[config.mk]
export PLATFORM = sky130hd
export DESIGN_NAME = zep_sine
export DESIGN_NICKNAME = d
export VERILOG_FILES = /design/src/rtl/zep_pkg.sv /design/src/rtl/zep_sine.sv
export SDC_FILE = /design/constraint.sdc
export NUM_CORES = 2
export LEC_CHECK = 0
export ABC_AREA = 1
export BUFFER_PORTS_ARGS = -buffer_cell sky130_fd_sc_hd__buf_4
export CAP_MARGIN = 20
export CORE_ASPECT_RATIO = 0.8
export CORE_UTILIZATION = 36
export DETAILED_ROUTE_END_ITERATION = 10
export HOLD_SLACK_MARGIN = 0.15
export PLACE_DENSITY = 0.51
export SYNTH_ARGS = -nofsm -noshare
export SYNTH_HDL_FRONTEND = slang
export SYNTH_SLANG_ARGS = --single-unit
[constraint.sdc]
create_clock -name i_clk -period 7.7 [get_ports i_clk]
set_clock_uncertainty 0.2 [all_clocks]
set_input_delay 0 -clock i_clk [delete_from_list [all_inputs] [get_ports i_clk]]
set_output_delay 0 -clock i_clk [all_outputs]
set_load 0.03 [all_outputs]
[src/rtl/zep_pkg.sv]
// ----------------------------------------------------------------------------
// zep_pkg
// Shared types and constants for the Z-Y-Z Euler pose matrix core.
// ----------------------------------------------------------------------------
`default_nettype none

package zep_pkg;

    // Number of register stages from input to output.
    localparam int unsigned N_STAGES = 7;
    localparam int unsigned N_SIN_STAGES = 4;
    localparam int unsigned N_MAT_STAGES = 3;
    localparam int unsigned N_ROT = 9;

    // Sine polynomial coefficients, unsigned Q28.
    localparam logic [28:0] SIN_A = 29'd421657428;
    localparam logic [27:0] SIN_B = 28'd172226216;
    localparam logic [24:0] SIN_C = 25'd19004244;

    localparam logic [15:0] PHASE_QUARTER = 16'd16384;
    localparam logic [14:0] Q14_ONE_U = 15'd16384;
    localparam logic signed [19:0] Q14_POS_ONE = 20'sd16384;
    localparam logic signed [19:0] Q14_NEG_ONE = -20'sd16384;
    localparam logic signed [47:0] ROUND_HALF = 48'sd134217728;

    // Entries whose first or second Q42 term enters the sum negated,
    // in output order r0c0 r1c0 r2c0 r0c1 r1c1 r2c1 r0c2 r1c2 r2c2.
    localparam logic [N_ROT-1:0] ROT_NEG_A = 9'b000_011_100;
    localparam logic [N_ROT-1:0] ROT_NEG_B = 9'b000_001_001;

    typedef struct packed {
        logic [N_SIN_STAGES-1:0] sin_en;
        logic [N_MAT_STAGES-1:0] mat_en;
    } t_pipe_ctl;

    typedef struct packed {
        logic signed [31:0] x;
        logic signed [31:0] y;
        logic signed [31:0] z;
    } t_pos;

    typedef logic signed [15:0] t_q14;

endpackage

`default_nettype wire

[src/rtl/zep_sine.sv]
// ----------------------------------------------------------------------------
// zep_sine
// Four-stage pipelined sine of a 16-bit binary angle, result in Q1.14.
// ----------------------------------------------------------------------------
`default_nettype none

module zep_sine
    import zep_pkg::*;
(
    input  wire logic                    i_clk,
    input  wire logic [N_SIN_STAGES-1:0] i_en,
    input  wire logic [15:0]             i_phase,
    output t_q14                         o_sin
);

    logic [14:0] n_x;
    logic [14:0] r_x_a, r_x_b, r_x_c;
    logic [28:0] r_x2_a, r_x2_b;
    logic [1:0]  r_quad_a, r_quad_b, r_quad_c;
    logic [27:0] r_u;
    logic [28:0] r_w;
    t_q14        r_sin;

    logic [53:0] cx2;
    logic [27:0] n_u;
    logic [56:0] ux2;
    logic [28:0] n_w;
    logic [43:0] wx;
    logic [14:0] mag;

    // The offset is mirrored in odd quadrants so the polynomial covers 0..pi/2.
    always_comb begin
        if (i_phase[14]) begin
            n_x = Q14_ONE_U - {1'b0, i_phase[13:0]};
        end else begin
            n_x = {1'b0, i_phase[13:0]};
        end
    end

    assign cx2 = 54'(SIN_C) * 54'(r_x2_a);
    assign n_u = SIN_B - 28'(cx2[53:28]);
    assign ux2 = 57'(r_u) * 57'(r_x2_b);
    assign n_w = SIN_A - 29'(ux2[56:28]);
    assign wx  = 44'(r_w) * 44'(r_x_c) + 44'd134217728;
    assign mag = 15'(wx[43:28]);

    always_ff @(posedge i_clk) begin
        if (i_en[0]) begin
            r_x_a    <= n_x;
            r_x2_a   <= 29'(30'(n_x) * 30'(n_x));
            r_quad_a <= i_phase[15:14];
        end
        if (i_en[1]) begin
            r_u      <= n_u;
            r_x_b    <= r_x_a;
            r_x2_b   <= r_x2_a;
            r_quad_b <= r_quad_a;
        end
        if (i_en[2]) begin
            r_w      <= n_w;
            r_x_c    <= r_x_b;
            r_quad_c <= r_quad_b;
        end
        if (i_en[3]) begin
            if (r_quad_c[1]) begin
                r_sin <= -$signed({1'b0, mag});
            end else begin
                r_sin <= $signed({1'b0, mag});
            end
        end
    end

    assign o_sin = r_sin;

endmodule

`default_nettype wire

Word-level counts from Yosys, hierarchy flattened

Cells that the tools add are included.

Add/sub/neg operators: 5
Multiply operators: 4
Muxes and demuxes: 2

Operator list:

| kind                                                                 | count |
|---|---|
| 28-bit by 29-bit multiplier with 57-bit output                       | 1 |
| 23-bit by 29-bit multiplier with 52-bit output, first input constant | 1 |
| 43-bit by 28-bit adder with 43-bit output, second input constant     | 1 |
| 29-bit by 15-bit multiplier with 43-bit output                       | 1 |
| 15-bit 2-to-1 mux                                                    | 2 |
| 15-bit by 15-bit multiplier with 29-bit output                       | 1 |
| 29-bit subtractor, first input constant                              | 1 |
| 28-bit by 26-bit subtractor with 28-bit output, first input constant | 1 |
| 15-bit negation with 16-bit output                                   | 1 |
| 15-bit by 14-bit subtractor with 15-bit output, first input constant | 1 |

Input bits: 21
Register bits after elaboration: 182
Logic and storage cells: 23
Output and inout bits: 16

Logic depth before layout (Yosys ltp)

Word-level depth: 4
Depth in mapped cells: 40

Worst setup path before layout

No wires, ideal clock.

Path kind: reg2reg
Start: reg r_u[4]
End: reg r_w[22], data pin
Buffers on the path: 2
Arrival time: 6.615 ns
Setup time: 0.253 ns
Data required time: 7.247 ns
Path slack: 0.633 ns
Stages on the path, launching flop included: 33
Cells stage by stage: edfxtp_1 > clkbuf_1 > buf_1 > nand2_1 > fa_1 > inv_1 > fa_1 > inv_1 > fa_1 > inv_1 > fa_1 > inv_1 > fa_1 > fa_1 > fa_1 > inv_1 > ha_1 > nand2_2 > nor2_2 > nand2_1 > nor2_1 > nand2_1 > nand3_1 > nand2_1 > nand2_1 > ha_1 > inv_1 > nand2_1 > nand2_1 > a21oi_1 > nand3_1 > nand4_1 > nand2_1

Longest elaborated chain between the ends: 2

Ends and longest elaborated chain:

| item                                           | line           | text |
|---|---|---|
| start, declared                                | zep_sine.sv:20 | `logic [27:0] r_u;` |
| start signal, assigned                         | zep_sine.sv:54 | `r_u <= n_u;` |
| 28-bit by 29-bit multiplier with 57-bit output | zep_sine.sv:42 | `assign ux2 = 57'(r_u) * 57'(r_x2_b);` |
| 29-bit subtractor                              | zep_sine.sv:43 | `assign n_w = SIN_A - 29'(ux2[56:28]);` |
| net n_w[22]                                    | zep_sine.sv:27 | `logic [28:0] n_w;` |
| end signal, assigned                           | zep_sine.sv:60 | `r_w <= n_w;` |
| end, declared                                  | zep_sine.sv:21 | `logic [28:0] r_w;` |

The timed path passes the listed nets, and every way through them passes these cells.
A chain may end at the register's enable or synchronous reset.

Final worst setup path

Start: reg r_x2_b[5]
End: reg r_w[13], data pin

Longest elaborated chain between the ends: 2

Ends and longest elaborated chain:

| item                                           | line           | text |
|---|---|---|
| start, declared                                | zep_sine.sv:18 | `logic [28:0] r_x2_a, r_x2_b;` |
| start signal, assigned                         | zep_sine.sv:56 | `r_x2_b <= r_x2_a;` |
| 28-bit by 29-bit multiplier with 57-bit output | zep_sine.sv:42 |  |
| 29-bit subtractor                              | zep_sine.sv:43 |  |
| net n_w[13]                                    | zep_sine.sv:27 |  |

The timed path passes the listed nets, and every way through them passes these cells.

==> out/metrics.cfg <==
[setup_path]
slowest_stage = edfxtp_1
rrSetupSlack_ns = 0.32
critical_path.max_fanout = 26
cp-end-kind = register
reg2reg_to = r_w[13]
reg2regPathDepth = 31
critical_path_arrival_ns = 7.51
worstPathRequired_ns = 7.83
cp-start-kind = register
slowest_delay_ns = 0.63
path_class = reg2reg
r2r_start = r_x2_b[5]
cpMostUsedCell = nand2_1

[drt]
drcViolationCount = 0
drt_iter0_drc = 3739
viasPerCell = 4.63
first_pass_iters = 5
vias = 55900
totalWireLength_mm = 209
wl_per_cell_um = 17.3
drtAntennaViolNets = 0

[floorplanning]
ioPinCount = 37
core-area_sq_um = 195000
row_count = 145
die_h_um = 398
die_w_um = 497
start_util_pct = 36.2
die-area_sq_um = 198000

[sta]
relSlewSlack_pct = 32.9
period_needed_ns = 7.38
fin_ws_ns = 0.316
hold_viol = 0
fin_crit_sh_pct = 95.9
timing.fmax_mhz = 135
final_max_slew_viol_count = 0
tightest_slew_ns = 1.01
rsz0062_at_grt = yes
setup_viol = 0

[worst_hold_path]
hold_path_class = in2reg
holdPathEnd = r_x_b[9]
holdCritStartpoint = i_en[1]
hold_depth = 2

[yosys]
yosysTopAreaCellShare_pct = 40.8
synth-seq-cells = 175
synth-async-reset-ratio_pct = 0
synth_area_leaders = fa_1 (41%), inv_1 (15%), nand2_1 (13%), ha_1 (13%), edfxtp_1 (7.4%)
yosysWarnings = 0
avgSynthCellArea_sq_um = 7.68
synthMostInstantiatedCell = inv_1
yosysTopAreaCell = fa_1
syn-cell-area_sq_um = 70700
synth.top_cells.by_count = inv_1 (2881), nand2_1 (2518), fa_1 (1439)
synth-seq-area-share_pct = 7.43
synth-edff-count = 175
ys_types = 49
synthFlopType = edfxtp_1
synthCells = 9204

[cts]
path_clk_slew_ns = 0.08
numCtsBuffers = 17
clk_latency_ns = 0.54
clkSinkCount = 175
htree_levels = 4
cts_tree = yes
cts_root_buf = clkbuf_16
clockBufferDepth = 2

[layout]
syn_to_final_growth_pct = 11.2
design_area_sq_um = 78600
antennaDiodeCount = 0
nNetsFinal = 11700
final_layout_size_suffix_gt1_share_pct = 7.46
finalNonFillerCells = 12100
fill_cells = 20200
ff_latch_area_sq_um = 5260
multi_input_area_sq_um = 54200

[global_routing]
grt_remaining_overflow = 0
grt_pass1_wl_mm = 332
antenna_found_initial = 2
grt_pass1_vias = 58600
track_usage_pct = 21.6
grt_max_degree = 58

[place]
io_buffers = 36
dp_hpwl_mm = 180
gp_congestion = 0.916
dp_slack_ns = 0.111
dp_cells = 11900
placed_area_sq_um = 76600

[status]
status = completed

[flow_run]
drv_cap = 0

[worst max path at each step]
stage / startpoint / to / slack, ns
6_report: r_x2_b[5] / r_w[13] / 0.32
5_1_grt: r_u[11] / r_w[25] / -0.04
4_1_cts: i_phase[2] / r_x2_a[25] / 0.02
3_5_place_dp: r_x2_b[5] / r_w[18] / 0.11
3_3_place_gp: r_x2_b[6] / r_w[18] / 0.1
2_1_floorplan: r_u[4] / r_w[22] / 0.63
[what timing repair did]
| action | 4_1_cts | 5_1_grt |
|---|---|---|
| setup buffers | 0 | 49 |
| hold endpoints to repair | 190 | 0 |
| resized for setup | 0 | 139 |
| hold buffers | 37 | 0 |
| setup endpoints to repair | 0 | 50 |
[placed cells by master, fill, tap and decap left out, drive strengths merged, types with 32 or more instances in the layout]
master,n
nor2,420
nand4,76
inv,2899
xor2,60
nor3,32
ha,713
edfxtp,175
buf,442
o21ai,82
fa,1439
dlygate4sd3,37
nand2,2569
nand3,197
a21oi,165
[critical path: cells and delay by family (launching register included)]
family          cells  cell delay [ns]
compound gates      1             0.08
xor+xnor            1             0.28
fa+ha+maj           8             3.74
buf+inv             9             1.04
flops               1             0.63
simple gates       12             1.17
[area by class of cell]
class	count	share of cell area, %
Inverter	2897	13.8
Clock inverter	14	0.183
Clock buffer	17	0.541
Timing Repair Buffer	482	5.73
Tap cell	2572	4.09
Multi-Input combinational cell	5906	68.9
Sequential cell	175	6.68
[registers in the layout, indices dropped and copies added, names as in the netlist]
signal,count
r_quad_a,1
r_x_b,15
r_x_a,15
r_quad_c,1
o_sin,16
r_u,28
r_quad_b,1
r_x2_a,27
r_x_c,15
r_w,29
r_x2_b,27
[cells by family (layout without fill, tap and decap cells)]
logic type,after synthesis,after routing,share of synthesized area [%]
buf+inv,3147,3410,16.7
other cells,2,26,0.0106
compound gates,304,304,2.35
xor+xnor,84,84,1.04
flops,175,175,7.43
simple gates,3340,3340,19.1
fa+ha+maj,2152,2152,53.4
[layer usage]
metal	wire, um	up-vias	global-route usage (%)
met2	91200	1330	33.6
met1	103000	27700	32.2
li1	-	26700	-
met3	11600	147	2.78
met5	13	-	0
met4	3100	2	3.54
[stage by stage]
| stage | setup TNS, ns | hold slack [ns] | utilization [%] |
|---|---|---|---|
| finish | 0 | 0.205 | 40.3 |
| floorplan | 0 | -0.101 | - |
| global placement | 0 | -0.0176 | 39.3 |
| global route | -0.199 | 0.201 | 40.3 |
| CTS | 0 | 0.155 | 39.7 |
| detailed placement | 0 | -0.0143 | 39.3 |
Power is left out: the tool's default activity adds up to more than one toggle a clock period on the data nets, which glitch-free logic cannot reach.
